## config.mk

```make
export PLATFORM = sky130hd
export DESIGN_NAME = byte_rate_pacer_flat
export DESIGN_NICKNAME = d
export VERILOG_FILES = /design/src/rtl/brp_pkg.sv /design/src/rtl/brp_channels.sv /design/src/rtl/brp_mul.sv /design/src/rtl/brp_div.sv /design/src/rtl/byte_rate_pacer.sv /design/src/flat_wrapper.sv
export VERILOG_INCLUDE_DIRS = /design/src /design/src/rtl
export SDC_FILE = /design/constraint.sdc
export NUM_CORES = 2
export LEC_CHECK = 0
export CELL_PAD_IN_SITES_DETAIL_PLACEMENT = 0
export CELL_PAD_IN_SITES_GLOBAL_PLACEMENT = 1
export CORE_ASPECT_RATIO = 1.25
export CORE_MARGIN = 8
export CORE_UTILIZATION = 40
export CTS_BUF_LIST = sky130_fd_sc_hd__clkbuf_4
export DETAILED_ROUTE_END_ITERATION = 8
export DONT_BUFFER_PORTS = 1
export GPL_TIMING_DRIVEN = 0
export PLACE_DENSITY = 0.73
export SYNTH_ARGS = -nofsm -noshare
export SYNTH_HDL_FRONTEND = slang
export SYNTH_HIERARCHICAL = 1
export SYNTH_SLANG_ARGS = --single-unit
```

## constraint.sdc

```tcl
create_clock -name clk -period 11.8 [get_ports clk]
set_input_delay 2.36 -clock clk [delete_from_list [all_inputs] [get_ports clk]]
set_output_delay 2.36 -clock clk [all_outputs]
set_load 0.05 [all_outputs]
```

## src/rtl/byte_rate_pacer_assert.svh

```systemverilog
// ---------------------------------------------------------------------------
// byte_rate_pacer assertion macros
// Shared macros for the concurrent checks, clocked on clk, off during rst.
// ---------------------------------------------------------------------------
`ifndef BYTE_RATE_PACER_ASSERT_SVH
`define BYTE_RATE_PACER_ASSERT_SVH

// same-cycle implication
`define BRP_ASSERT_HOLDS(label, ante, cons, msg) \
  label: assert property (@(posedge clk) disable iff (rst) (ante) |-> (cons)) \
    else $error(msg);

// next-cycle implication
`define BRP_ASSERT_NEXT(label, ante, cons, msg) \
  label: assert property (@(posedge clk) disable iff (rst) (ante) |=> (cons)) \
    else $error(msg);

`endif

```

## src/rtl/brp_pkg.sv

```systemverilog
// ---------------------------------------------------------------------------
// brp_pkg
// Fixed field widths, constants and shared types of the byte rate pacer.
// ---------------------------------------------------------------------------
package brp_pkg;

  localparam int SIZE_W  = 32;  // container size
  localparam int RATE_W  = 32;  // rate register, also serial operand width
  localparam int COUNT_W = 20;  // payload count / index

  localparam logic [RATE_W-1:0] NS_PER_SEC = 32'd1000000000;

  // count / 10 == (count * QUANT_RECIP) >> QUANT_SHIFT, exact for 20-bit count
  localparam int                 QUANT_RECIP_W = 20;
  localparam logic [QUANT_RECIP_W-1:0] QUANT_RECIP = 20'd838861;
  localparam int                 QUANT_SHIFT   = 23;

  localparam int MUL_CNT_W = $clog2(RATE_W + 1);

  typedef struct packed {
    logic busy;
    logic done;   // one-cycle pulse, result valid
  } brp_unit_sts_t;

endpackage

```

## src/rtl/brp_channels.sv

```systemverilog
// ---------------------------------------------------------------------------
// brp channels
// Valid/ready channel interfaces for pacer requests and pacing results.
// ---------------------------------------------------------------------------
interface brp_in_if
  import brp_pkg::*;
#(
  parameter int TIME_BITS = 48
);
  logic                 valid;
  logic                 ready;
  logic [TIME_BITS-1:0] now_time;
  logic [SIZE_W-1:0]    container_size;
  logic [COUNT_W-1:0]   payload_count;
  logic [COUNT_W-1:0]   payload_index;

  modport source (
    output valid, now_time, container_size, payload_count, payload_index,
    input  ready
  );
  modport sink (
    input  valid, now_time, container_size, payload_count, payload_index,
    output ready
  );
endinterface

interface brp_out_if
#(
  parameter int TIME_BITS = 48
);
  logic                 valid;
  logic                 ready;
  logic [TIME_BITS-1:0] sleep_time;
  logic                 checkpoint;

  modport source (
    output valid, sleep_time, checkpoint,
    input  ready
  );
  modport sink (
    input  valid, sleep_time, checkpoint,
    output ready
  );
endinterface

```

## src/rtl/brp_mul.sv

```systemverilog
// ---------------------------------------------------------------------------
// brp_mul
// Serial shift-add multiplier, one multiplier bit per cycle.
// ---------------------------------------------------------------------------
module brp_mul
  import brp_pkg::*;
#(
  parameter int A_W = 48
) (
  input  logic                    clk,
  input  logic                    rst,
  input  logic                    start,
  input  logic [A_W-1:0]          a,
  input  logic [RATE_W-1:0]       b,
  output logic [A_W+RATE_W-1:0]   product,
  output brp_unit_sts_t           sts
);

  localparam int P_W = A_W + RATE_W;

  logic [P_W-1:0]       prod;
  logic [A_W-1:0]       mcand;
  logic [MUL_CNT_W-1:0] cnt;
  logic                 busy;
  logic                 done;
  logic [A_W:0]         sum;

  // upper half plus multiplicand when the current low bit is set
  always_comb begin
    sum = {1'b0, prod[P_W-1:RATE_W]} + (prod[0] ? {1'b0, mcand} : '0);
  end

  always_ff @(posedge clk) begin
    if (rst) begin
      busy <= 1'b0;
      done <= 1'b0;
      cnt  <= '0;
    end else begin
      done <= 1'b0;
      if (start) begin
        busy <= 1'b1;
        cnt  <= MUL_CNT_W'(RATE_W);
      end else if (busy) begin
        cnt <= cnt - MUL_CNT_W'(1);
        if (cnt == MUL_CNT_W'(1)) begin
          busy <= 1'b0;
          done <= 1'b1;
        end
      end
    end
  end

  always_ff @(posedge clk) begin
    if (start) begin
      prod  <= {{A_W{1'b0}}, b};
      mcand <= a;
    end else if (busy) begin
      prod <= {sum, prod[RATE_W-1:1]};
    end
  end

  assign product  = prod;
  assign sts.busy = busy;
  assign sts.done = done;

endmodule

```

## src/rtl/brp_div.sv

```systemverilog
// ---------------------------------------------------------------------------
// brp_div
// Serial restoring divider, one quotient bit per cycle.
// Expects the numerator bits above Q_W to be below the divisor.
// ---------------------------------------------------------------------------
module brp_div
  import brp_pkg::*;
#(
  parameter int Q_W = 48
) (
  input  logic                  clk,
  input  logic                  rst,
  input  logic                  start,
  input  logic [Q_W+RATE_W-1:0] numer,
  input  logic [RATE_W-1:0]     divisor,
  output logic [Q_W-1:0]        quotient,
  output logic [RATE_W-1:0]     remainder,
  output brp_unit_sts_t         sts
);

  localparam int CNT_W = $clog2(Q_W + 1);

  logic [RATE_W-1:0] rem;
  logic [Q_W-1:0]    quo;    // numerator bits shift out, quotient bits in
  logic [RATE_W-1:0] dvs;
  logic [CNT_W-1:0]  cnt;
  logic              busy;
  logic              done;
  logic [RATE_W:0]   trial;
  logic [RATE_W:0]   diff;
  logic              fits;

  always_comb begin
    trial = {rem, quo[Q_W-1]};
    diff  = trial - {1'b0, dvs};
    fits  = (trial >= {1'b0, dvs});
  end

  always_ff @(posedge clk) begin
    if (rst) begin
      busy <= 1'b0;
      done <= 1'b0;
      cnt  <= '0;
    end else begin
      done <= 1'b0;
      if (start) begin
        busy <= 1'b1;
        cnt  <= CNT_W'(Q_W);
      end else if (busy) begin
        cnt <= cnt - CNT_W'(1);
        if (cnt == CNT_W'(1)) begin
          busy <= 1'b0;
          done <= 1'b1;
        end
      end
    end
  end

  always_ff @(posedge clk) begin
    if (start) begin
      rem <= numer[Q_W+RATE_W-1:Q_W];
      quo <= numer[Q_W-1:0];
      dvs <= divisor;
    end else if (busy) begin
      rem <= fits ? diff[RATE_W-1:0] : trial[RATE_W-1:0];
      quo <= {quo[Q_W-2:0], fits};
    end
  end

  assign quotient  = quo;
  assign remainder = rem;
  assign sts.busy  = busy;
  assign sts.done  = done;

endmodule

```

## src/rtl/byte_rate_pacer.sv

```systemverilog
// ---------------------------------------------------------------------------
// byte_rate_pacer
// Paces payloads of a container toward a target byte rate.
// ---------------------------------------------------------------------------
// One request in, one result out, one request at a time. A request with
// payload_index 0 opens a container: the time budget size*1e9/rate is built
// by the serial multiplier and the serial divider, then trimmed by the gap
// since the previous container ended when that gap is smaller; the divider
// is skipped when the budget saturates. Any other index first runs index
// mod quantum through the divider; a non-checkpoint then returns its result.
// A checkpoint with a nonzero count then forms index*budget/count with the
// multiplier and the divider again, the divider skipped when the share
// saturates. ready is high only while no request is in work; a finished
// result sits in the output register until taken, and the next request is
// taken meanwhile.
// ---------------------------------------------------------------------------
`include "byte_rate_pacer_assert.svh"

module byte_rate_pacer
  import brp_pkg::*;
#(
  parameter int TIME_BITS = 48
) (
  input  logic              clk,
  input  logic              rst,
  input  logic              cfg_we,
  input  logic [RATE_W-1:0] cfg_data,
  brp_in_if.sink            in_ch,
  brp_out_if.source         out_ch
);

  localparam int NW   = TIME_BITS + RATE_W;       // serial product width
  localparam int QP_W = COUNT_W + QUANT_RECIP_W;  // quantum product width

  localparam logic [TIME_BITS-1:0] TIME_MAX = '1;

  // sequencer states
  localparam logic [3:0] ST_IDLE  = 4'd0;
  localparam logic [3:0] ST_MUL_B = 4'd1;  // size * 1e9
  localparam logic [3:0] ST_DIV_B = 4'd2;  // / rate
  localparam logic [3:0] ST_BUD   = 4'd3;  // trim budget, open container
  localparam logic [3:0] ST_MOD   = 4'd4;  // index mod quantum
  localparam logic [3:0] ST_MUL_S = 4'd5;  // index * budget
  localparam logic [3:0] ST_DIV_S = 4'd6;  // / count
  localparam logic [3:0] ST_CMP   = 4'd7;  // target vs elapsed
  localparam logic [3:0] ST_FIN   = 4'd8;  // record container end
  localparam logic [3:0] ST_OUT   = 4'd9;  // hand result to output register

  logic [3:0] state;
  logic [3:0] state_next;

  // configuration and pacing state
  logic [RATE_W-1:0]    rate_bps;
  logic [TIME_BITS-1:0] time_budget;
  logic [COUNT_W-1:0]   payload_quantum;
  logic [TIME_BITS-1:0] container_start;
  logic [TIME_BITS-1:0] container_end;

  // per-request working registers
  logic [TIME_BITS-1:0] now_r;
  logic [COUNT_W-1:0]   count_r;
  logic [COUNT_W-1:0]   idx_r;
  logic                 last_r;
  logic [TIME_BITS-1:0] over_r;     // now - previous container end
  logic [TIME_BITS-1:0] elapsed_r;  // now - container start
  logic [QP_W-1:0]      qprod;
  logic [TIME_BITS-1:0] bud_raw;
  logic [TIME_BITS-1:0] target;
  logic [TIME_BITS-1:0] res_sleep;
  logic                 res_ckpt;

  // output register
  logic                 out_valid;
  logic [TIME_BITS-1:0] out_sleep;
  logic                 out_ckpt;

  // serial units
  logic                 mul_start;
  logic [TIME_BITS-1:0] mul_a;
  logic [RATE_W-1:0]    mul_b;
  logic [NW-1:0]        mul_product;
  brp_unit_sts_t        mul_sts;
  logic                 div_start;
  logic [NW-1:0]        div_numer;
  logic [RATE_W-1:0]    div_divisor;
  logic [TIME_BITS-1:0] div_quotient;
  logic [RATE_W-1:0]    div_remainder;
  brp_unit_sts_t        div_sts;

  logic                 in_fire;
  logic [RATE_W-1:0]    prod_hi;
  logic                 bud_sat;
  logic                 share_sat;
  logic                 mod_ckpt;
  logic                 out_load;
  logic [COUNT_W-1:0]   quant_div;
  logic [COUNT_W-1:0]   quant_new;

  brp_mul #(.A_W(TIME_BITS)) u_mul (
    .clk     (clk),
    .rst     (rst),
    .start   (mul_start),
    .a       (mul_a),
    .b       (mul_b),
    .product (mul_product),
    .sts     (mul_sts)
  );

  brp_div #(.Q_W(TIME_BITS)) u_div (
    .clk       (clk),
    .rst       (rst),
    .start     (div_start),
    .numer     (div_numer),
    .divisor   (div_divisor),
    .quotient  (div_quotient),
    .remainder (div_remainder),
    .sts       (div_sts)
  );

  assign in_ch.ready = (state == ST_IDLE);
  assign in_fire     = in_ch.valid && in_ch.ready;
  assign out_load    = (state == ST_OUT) && (!out_valid || out_ch.ready);

  // Quotient overflows TIME_BITS exactly when the product's high part
  // reaches the divisor; that case saturates without running the divider.
  assign prod_hi   = mul_product[NW-1:TIME_BITS];
  assign bud_sat   = (rate_bps == '0) || (prod_hi >= rate_bps);
  assign share_sat = (prod_hi >= RATE_W'(count_r));
  assign mod_ckpt  = (div_remainder == '0) || last_r;

  // quantum = max(1, count / 10)
  assign quant_div = COUNT_W'(qprod[QP_W-1:QUANT_SHIFT]);
  assign quant_new = (quant_div == '0) ? COUNT_W'(1) : quant_div;

  always_comb begin
    state_next  = state;
    mul_start   = 1'b0;
    mul_a       = time_budget;
    mul_b       = RATE_W'(idx_r);
    div_start   = 1'b0;
    div_numer   = mul_product;
    div_divisor = rate_bps;
    unique case (state)
      ST_IDLE: begin
        if (in_fire) begin
          if (in_ch.payload_index == '0) begin
            mul_start  = 1'b1;
            mul_a      = TIME_BITS'(NS_PER_SEC);
            mul_b      = in_ch.container_size;
            state_next = ST_MUL_B;
          end else begin
            // quantum is never zero, so the divider precondition holds
            div_start   = 1'b1;
            div_numer   = NW'(in_ch.payload_index);
            div_divisor = RATE_W'(payload_quantum);
            state_next  = ST_MOD;
          end
        end
      end
      ST_MUL_B: begin
        if (mul_sts.done) begin
          if (bud_sat) begin
            state_next = ST_BUD;
          end else begin
            div_start  = 1'b1;
            state_next = ST_DIV_B;
          end
        end
      end
      ST_DIV_B: begin
        if (div_sts.done) begin
          state_next = ST_BUD;
        end
      end
      ST_BUD: begin
        state_next = ST_OUT;
      end
      ST_MOD: begin
        if (div_sts.done) begin
          if (!mod_ckpt || count_r == '0) begin
            state_next = ST_OUT;
          end else begin
            mul_start  = 1'b1;
            state_next = ST_MUL_S;
          end
        end
      end
      ST_MUL_S: begin
        if (mul_sts.done) begin
          if (share_sat) begin
            state_next = ST_CMP;
          end else begin
            div_start   = 1'b1;
            div_divisor = RATE_W'(count_r);
            state_next  = ST_DIV_S;
          end
        end
      end
      ST_DIV_S: begin
        if (div_sts.done) begin
          state_next = ST_CMP;
        end
      end
      ST_CMP: begin
        state_next = ST_FIN;
      end
      ST_FIN: begin
        state_next = ST_OUT;
      end
      ST_OUT: begin
        if (out_load) begin
          state_next = ST_IDLE;
        end
      end
      default: begin
        state_next = ST_IDLE;
      end
    endcase
  end

  // control and pacing state
  always_ff @(posedge clk) begin
    if (rst) begin
      state           <= ST_IDLE;
      rate_bps        <= RATE_W'(1);
      time_budget     <= '0;
      payload_quantum <= COUNT_W'(1);
      container_start <= '0;
      container_end   <= '0;
      out_valid       <= 1'b0;
    end else begin
      state <= state_next;
      if (cfg_we) begin
        rate_bps <= cfg_data;
      end
      if (state == ST_BUD) begin
        // overhead since the last container comes off only if smaller
        time_budget     <= (over_r < bud_raw) ? (bud_raw - over_r) : bud_raw;
        payload_quantum <= quant_new;
        container_start <= now_r;
      end
      if (state == ST_FIN && last_r) begin
        container_end <= now_r + res_sleep;
      end
      if (out_load) begin
        out_valid <= 1'b1;
      end else if (out_ch.ready) begin
        out_valid <= 1'b0;
      end
    end
  end

  // datapath
  always_ff @(posedge clk) begin
    if (in_fire) begin
      now_r     <= in_ch.now_time;
      count_r   <= in_ch.payload_count;
      idx_r     <= in_ch.payload_index;
      last_r    <= (in_ch.payload_count != '0) &&
                   (in_ch.payload_index == in_ch.payload_count - COUNT_W'(1));
      over_r    <= in_ch.now_time - container_end;
      elapsed_r <= in_ch.now_time - container_start;
      qprod     <= QP_W'(in_ch.payload_count) * QP_W'(QUANT_RECIP);
      res_sleep <= '0;
      res_ckpt  <= 1'b0;
    end
    if (state == ST_MUL_B && mul_sts.done && bud_sat) begin
      bud_raw <= TIME_MAX;
    end
    if (state == ST_DIV_B && div_sts.done) begin
      bud_raw <= div_quotient;
    end
    if (state == ST_MOD && div_sts.done) begin
      res_ckpt <= mod_ckpt;
    end
    if (state == ST_MUL_S && mul_sts.done && share_sat) begin
      target <= TIME_MAX;
    end
    if (state == ST_DIV_S && div_sts.done) begin
      target <= div_quotient;
    end
    if (state == ST_CMP) begin
      res_sleep <= (target > elapsed_r) ? (target - elapsed_r) : '0;
    end
    if (out_load) begin
      out_sleep <= res_sleep;
      out_ckpt  <= res_ckpt;
    end
  end

  assign out_ch.valid      = out_valid;
  assign out_ch.sleep_time = out_sleep;
  assign out_ch.checkpoint = out_ckpt;

  // checks
  `BRP_ASSERT_HOLDS(a_quantum_nonzero, 1'b1, payload_quantum != '0, "quantum is zero")
  `BRP_ASSERT_HOLDS(a_mul_start_free, mul_start, !mul_sts.busy && !div_sts.busy, "mul start while busy")
  `BRP_ASSERT_HOLDS(a_div_start_free, div_start, !mul_sts.busy && !div_sts.busy, "div start while busy")
  `BRP_ASSERT_HOLDS(a_plain_zero_sleep, out_valid && !out_ckpt, out_sleep == '0, "sleep on plain payload")
  `BRP_ASSERT_NEXT(a_accept_busy, in_fire, state != ST_IDLE, "idle after transfer")

endmodule

```

## src/flat_wrapper.sv

```systemverilog
// flat-port wrapper written by rule: the top's interface ports become plain ports
module byte_rate_pacer_flat import brp_pkg::*;
#(
  parameter int TIME_BITS = 48
)
  (clk, rst, cfg_we, cfg_data, in_ch_valid, in_ch_now_time, in_ch_container_size, in_ch_payload_count, in_ch_payload_index, in_ch_ready, out_ch_valid, out_ch_sleep_time, out_ch_checkpoint, out_ch_ready);
  brp_in_if #(.TIME_BITS(TIME_BITS)) in_ch_i ();
  brp_out_if #(.TIME_BITS(TIME_BITS)) out_ch_i ();
  input  logic clk;
  input  logic rst;
  input  logic cfg_we;
  input  logic [RATE_W-1:0] cfg_data;
  input wire logic [$bits(in_ch_i.valid)-1:0] in_ch_valid;
  input wire logic [$bits(in_ch_i.now_time)-1:0] in_ch_now_time;
  input wire logic [$bits(in_ch_i.container_size)-1:0] in_ch_container_size;
  input wire logic [$bits(in_ch_i.payload_count)-1:0] in_ch_payload_count;
  input wire logic [$bits(in_ch_i.payload_index)-1:0] in_ch_payload_index;
  output wire logic [$bits(in_ch_i.ready)-1:0] in_ch_ready;
  output wire logic [$bits(out_ch_i.valid)-1:0] out_ch_valid;
  output wire logic [$bits(out_ch_i.sleep_time)-1:0] out_ch_sleep_time;
  output wire logic [$bits(out_ch_i.checkpoint)-1:0] out_ch_checkpoint;
  input wire logic [$bits(out_ch_i.ready)-1:0] out_ch_ready;
  assign in_ch_i.valid = in_ch_valid;
  assign in_ch_i.now_time = in_ch_now_time;
  assign in_ch_i.container_size = in_ch_container_size;
  assign in_ch_i.payload_count = in_ch_payload_count;
  assign in_ch_i.payload_index = in_ch_payload_index;
  assign in_ch_ready = in_ch_i.ready;
  assign out_ch_valid = out_ch_i.valid;
  assign out_ch_sleep_time = out_ch_i.sleep_time;
  assign out_ch_checkpoint = out_ch_i.checkpoint;
  assign out_ch_i.ready = out_ch_ready;
  byte_rate_pacer #(.TIME_BITS(TIME_BITS)) u_core (.clk(clk), .rst(rst), .cfg_we(cfg_we), .cfg_data(cfg_data), .in_ch(in_ch_i), .out_ch(out_ch_i));
endmodule
```

After elaboration in Yosys (flattened, before gate mapping) --
Cells that the tools add are included.
Word-level totals: bits in registers 876, latch bits 0, bits in writable memories 0, memory bits (read-only) 0, input bits 157, word-level logic and storage cells 179, memories kept 0
Cells by class: add/sub/neg operators 10, multipliers 1, divide/modulo/power cells 0, $lt $le $gt $ge 5, eq/ne operators 19, shift-type cells 0, multiplexer cells 71, bitwise operators 2, reductions and logical operators 37
Operators with widths (count):
- 48-bit 2-to-1 mux | 14
- 32-bit 2-to-1 mux | 12
- 80-bit 2-to-1 mux | 3
- 48-bit subtractor | 4
- 32-bit logical NOT | 2
- 32-bit case mux with 2 select lines | 1
- 20-bit logical NOT | 3
- 48-bit by 48-bit adder with 49-bit output | 1
- 48-bit adder | 1
- 48-bit greater-than comparator | 1
- 48-bit less-than comparator | 1
- 20-bit by 20-bit multiplier with 40-bit output, second input constant | 1
- 4-bit case mux with 9 select lines | 1
- 33-bit by 32-bit greater-or-equal comparator with 1-bit output | 1
- 32-bit by 20-bit greater-or-equal comparator with 1-bit output | 1
- 32-bit greater-or-equal comparator | 1
- 4-bit 2-to-1 mux | 8
- 32-bit subtractor | 1
- 1-bit 2-to-1 mux | 24
- 6-bit 2-to-1 mux | 4
- 20-bit equality test | 1
- 20-bit nonzero test | 1
- 20-bit by 1-bit subtractor with 20-bit output, second input constant | 1
- 17-bit 2-to-1 mux | 1
- 20 further kinds | 56

Depth between registers and ports, before layout --
word-level depth 8, depth in mapped cells 25, gate-level depth less buffers 25

By module --
Netlist, hierarchy kept.
By module, submodules not included:
- byte_rate_pacer | instances 1, cells each 4698, area an instance 44315.0 um^2, seq. area each 15855.2 um^2
- brp_mul | instances 1, cells each 811, area an instance 8016.4 um^2, seq. area each 3523.4 um^2
- brp_div | instances 1, cells each 601, area an instance 6907.9 um^2, seq. area each 3523.4 um^2

Worst setup path after synthesis --
OpenSTA, ideal clock, no wires.
path kind input -> register, start point in in_ch_valid, end point reg u_core.u_div.quo[0] (netlist: u_core/u_div/quotient[0]), enable pin, setup time 404 ps, arrival time 10479 ps, setup slack 918 ps, stages on the path 9, path buffers 4, cell sequence nand2_1 inv_1 o21ai_1 clkbuf_1 nand2_1 clkbuf_1 clkbuf_1 clkbuf_1 or2_2
Between the ends: word-level cells in the longest chain between the ends 4
RTL lines:
- from (decl) | line flat_wrapper.sv:13 | input wire logic [$bits(in_ch_i.valid)-1:0] in_ch_valid;
- 1-bit logical AND | line byte_rate_pacer.sv:121 | assign in_fire = in_ch.valid && in_ch.ready;
- net u_core.in_fire | line byte_rate_pacer.sv:90 | logic in_fire;
- 1-bit 2-to-1 mux | line byte_rate_pacer.sv:145 | if (in_fire) begin
- 1-bit case mux with 3 select lines | line byte_rate_pacer.sv:143 | unique case (state)
- net u_core.div_start | line byte_rate_pacer.sv:83 | logic div_start;
- 2-bit nonzero test (no line)
- to (signal assigned) | line brp_div.sv:62 | quo <= numer[Q_W-1:0];
- to (signal assigned) | line brp_div.sv:66 | quo <= {quo[Q_W-2:0], fits};
- to (decl) | line brp_div.sv:24 | logic [Q_W-1:0] quo;
The timed path passes the listed nets, and every way through them passes these cells. A chain may end at the register's enable or synchronous reset.

Final worst setup path --
start point in in_ch_payload_count[11], end point reg u_core.qprod[33] (data pin)
Between the ends: word-level cells in the longest chain between the ends 1
RTL lines:
- from (decl) | line flat_wrapper.sv:16 | input wire logic [$bits(in_ch_i.payload_count)-1:0] in_ch_payload_count;
- 20-bit by 20-bit multiplier with 40-bit output | line byte_rate_pacer.sv:263 | qprod <= QP_W'(in_ch.payload_count) * QP_W'(QUANT_RECIP);
- to (signal assigned) | line byte_rate_pacer.sv:263
- to (decl) | line byte_rate_pacer.sv:66 | logic [QP_W-1:0] qprod;
Every way passes these cells.

==> impl_results.md <==
* WL per Instance at 23.7 um
* Worst-case clock buffer depth at 3
* PwrDens at 207 nW/um2
* Count of clock tree sinks at 850
* Layout area overhead at 9.77%
* Clock power share at 20.6%
* Combinational share of power at 46.8%
* Num rows at 158
* H-tree depth at 4
* NetSw at 5.53 mW
* Switching part of the total at 41.2%
* Initial Util at ~40%
* Post-Route Skew at 117 ps
* Internal at slightly below 8 mW
* DIE AREA at around 160000 um2
* Clk pin slew, worst setup/hold paths at 70 ps
* Crit. End Element: flop
* Synth Warn # at 6
* Maximum VDD drop at 188 uV
* Hold buffers post-CTS at 0
* Hold WS at 412 ps
* Drc violations at 0
* Pre-CTS setup slack at 2650 ps
* Final hold viol count at 0
* Power Total at around 13 mW
* Crit-path max cell delay at approximately 560 ps
* Violated checks: capacitance limit, slew limit
* Final period utilization at 69.2%
* Outcome: complete, but fails checks
* Worst Path Required at 12750 ps
* Post-CTS setup buffers at 0
* 1st-iter DRT viols at 3699
* Vias at approximately 47000
* Initial antenna violation count at 35
* Grt ovf at 0
* Critical path class: in2reg
* Critical path fanouts, max at 7
* Min Tclk post-route at 8160 ps
* Setup violators final at 0
* Final Max Slew Viols at 5
* Synth Cell Area at 59200 um2
* Cts bufs inserted at 225
* PostCTS Resize Cnt at 0
* Final #Nets at just over 7000
* TritonCTS clock tree: done
* I/O pin cnt at 208
* Chip width at approximately 360 um
* TNS Setup at 0 ps
* CTS root buf: clkbuf_4
* Final ANT Viol Nets at 0
* Final RePlAce weighted congestion at 0.930
* Clock insertion delay at the later pin of the skew report at 1250 ps
* Chip height at 446 um
* Final worst slack at roughly 3600 ps
* Post-Syn Area per Cell at roughly 9.7 um2
* Drt via density at approximately 5.6
* Global-route wire length before repair at 295 mm
* Slew margin rel. at -1.41%
* Flop pwr share at 32.6%
* Max FFs per register at 80
* RSZ-0062 raised after global routing: false
* Syn_nets at 6999
* Critical path arrival at 9110 ps
* Cells after Synth at 6108
* Leak at approximately 26 nW
* Vias in the first global route at around 47000
* Largest net degree at the start of global routing at between 100 and 150
* Crit-path slowest cell: or4_1
* Share of cells above drive strength 1 at 9.87%
* TritonRoute pass-1 iters at 6
* Max-cap violations at 1
* Crit-path cells: inv_1, ha_1, fa_1, ha_1, inv_1, fa_1, inv_1, fa_1, fa_1, inv_1, fa_1, inv_1, ha_1, nand4_1, or4_1, o22ai_1, a21oi_1, a21oi_1, nor2_1, o21ai_0, a21oi_1, o21bai_1, xor2_1
* CP startpoint kind: input pin
* Worst-margin pin slew at 1510 ps
* Routed WL at 201 mm
* Core ar. at 148000 um2
* Maximum clock rate at around 120 MHz
* Hold Crit Class: reg2reg
* Final Util at ~44%
* Dpl hpwl at 160 mm
* # port buffers at 0
* Overall routing resource usage at between 20% and 30%
[cell type report]
cell class | count | area (um2)
fill | 14500 | 82700
multi-input combinational | 4468 | 33300
sequential | 850 | 22900
clock buffer | 325 | 2440
tap | 1920 | 2400
inverter | 563 | 2120
buffer | 227 | 942
clock inverter | 99 | 633
timing repair buffer | 10 | 213
antenna | 19 | 47.5
[per-stage QoR]
stage	area [um2]	instances
3_3_place_gp	61600	8028
3_5_place_dp	61900	8037
4_1_cts	65000	8461
6_report	65000	8481
2_1_floorplan	59200	6108
5_1_grt	65000	8477
[metal layers]
layer	GRT usage [%]	vias up	wire length, um
met1	29.1	23000	80900
met5	0	-	27
met4	11.8	4	9770
li1	-	22500	-
met2	41.7	1580	97700
met3	4.33	386	12400
[final timing paths]
kind	start	to	slack [ps]	cells after the start
max	in_ch_payload_count[11]	u_core/qprod[33]$_DFFE_PP_	3640	23
min	u_core/res_sleep[3]$_SDFFCE_PP0P_	u_core/out_ch.sleep_time[3]$_DFFE_PP_	410	0
min reg2reg	u_core/res_sleep[3]$_SDFFCE_PP0P_	u_core/out_ch.sleep_time[3]$_DFFE_PP_	410	0
max reg2reg	u_core/state[3]$_SDFFE_PP0P_	u_core/u_div/quotient[10]$_DFFE_PP_	4650	13
[power by group through the flow]
| stage | sequential (mW) | clock [mW] | combinational [mW] |
|---|---|---|---|
| after floorplan | 4.25 | 0 | 4.50 |
| after global placement | 4.50 | 0 | 6.09 |
| after detailed placement | 4.42 | 0 | 6.18 |
| after CTS | 4.36 | 2.87 | 6.24 |
| after global routing | 4.42 | 3.00 | 6.96 |
| final | 4.37 | 2.77 | 6.29 |
[critical path, delay by kind of cell]
family	cells	cell delay, ps
AO/OA/AOI/OAI	6	1830
buffers and inverters	5	300
XOR/XNOR	1	220
AND/OR/NAND/NOR	3	810
adder cells (fa/ha/maj)	8	3570
[cell usage in the layout (no fill, tap or decap), types with 132 or more instances in the layout]
| cell type | count |
|---|---|
| ha_1 | 597 |
| edfxtp_1 | 588 |
| inv_1 | 560 |
| nand2_1 | 542 |
| a21oi_1 | 456 |
| nor2_1 | 391 |
| clkbuf_4 | 325 |
| dfxtp_1 | 262 |
| o21ai_0 | 197 |
| xnor2_1 | 193 |
| clkbuf_1 | 179 |
| and2_1 | 156 |
| a21o_1 | 154 |
| fa_1 | 137 |
| xor2_1 | 132 |
Note: power is estimated with default switching activity, not from simulation.
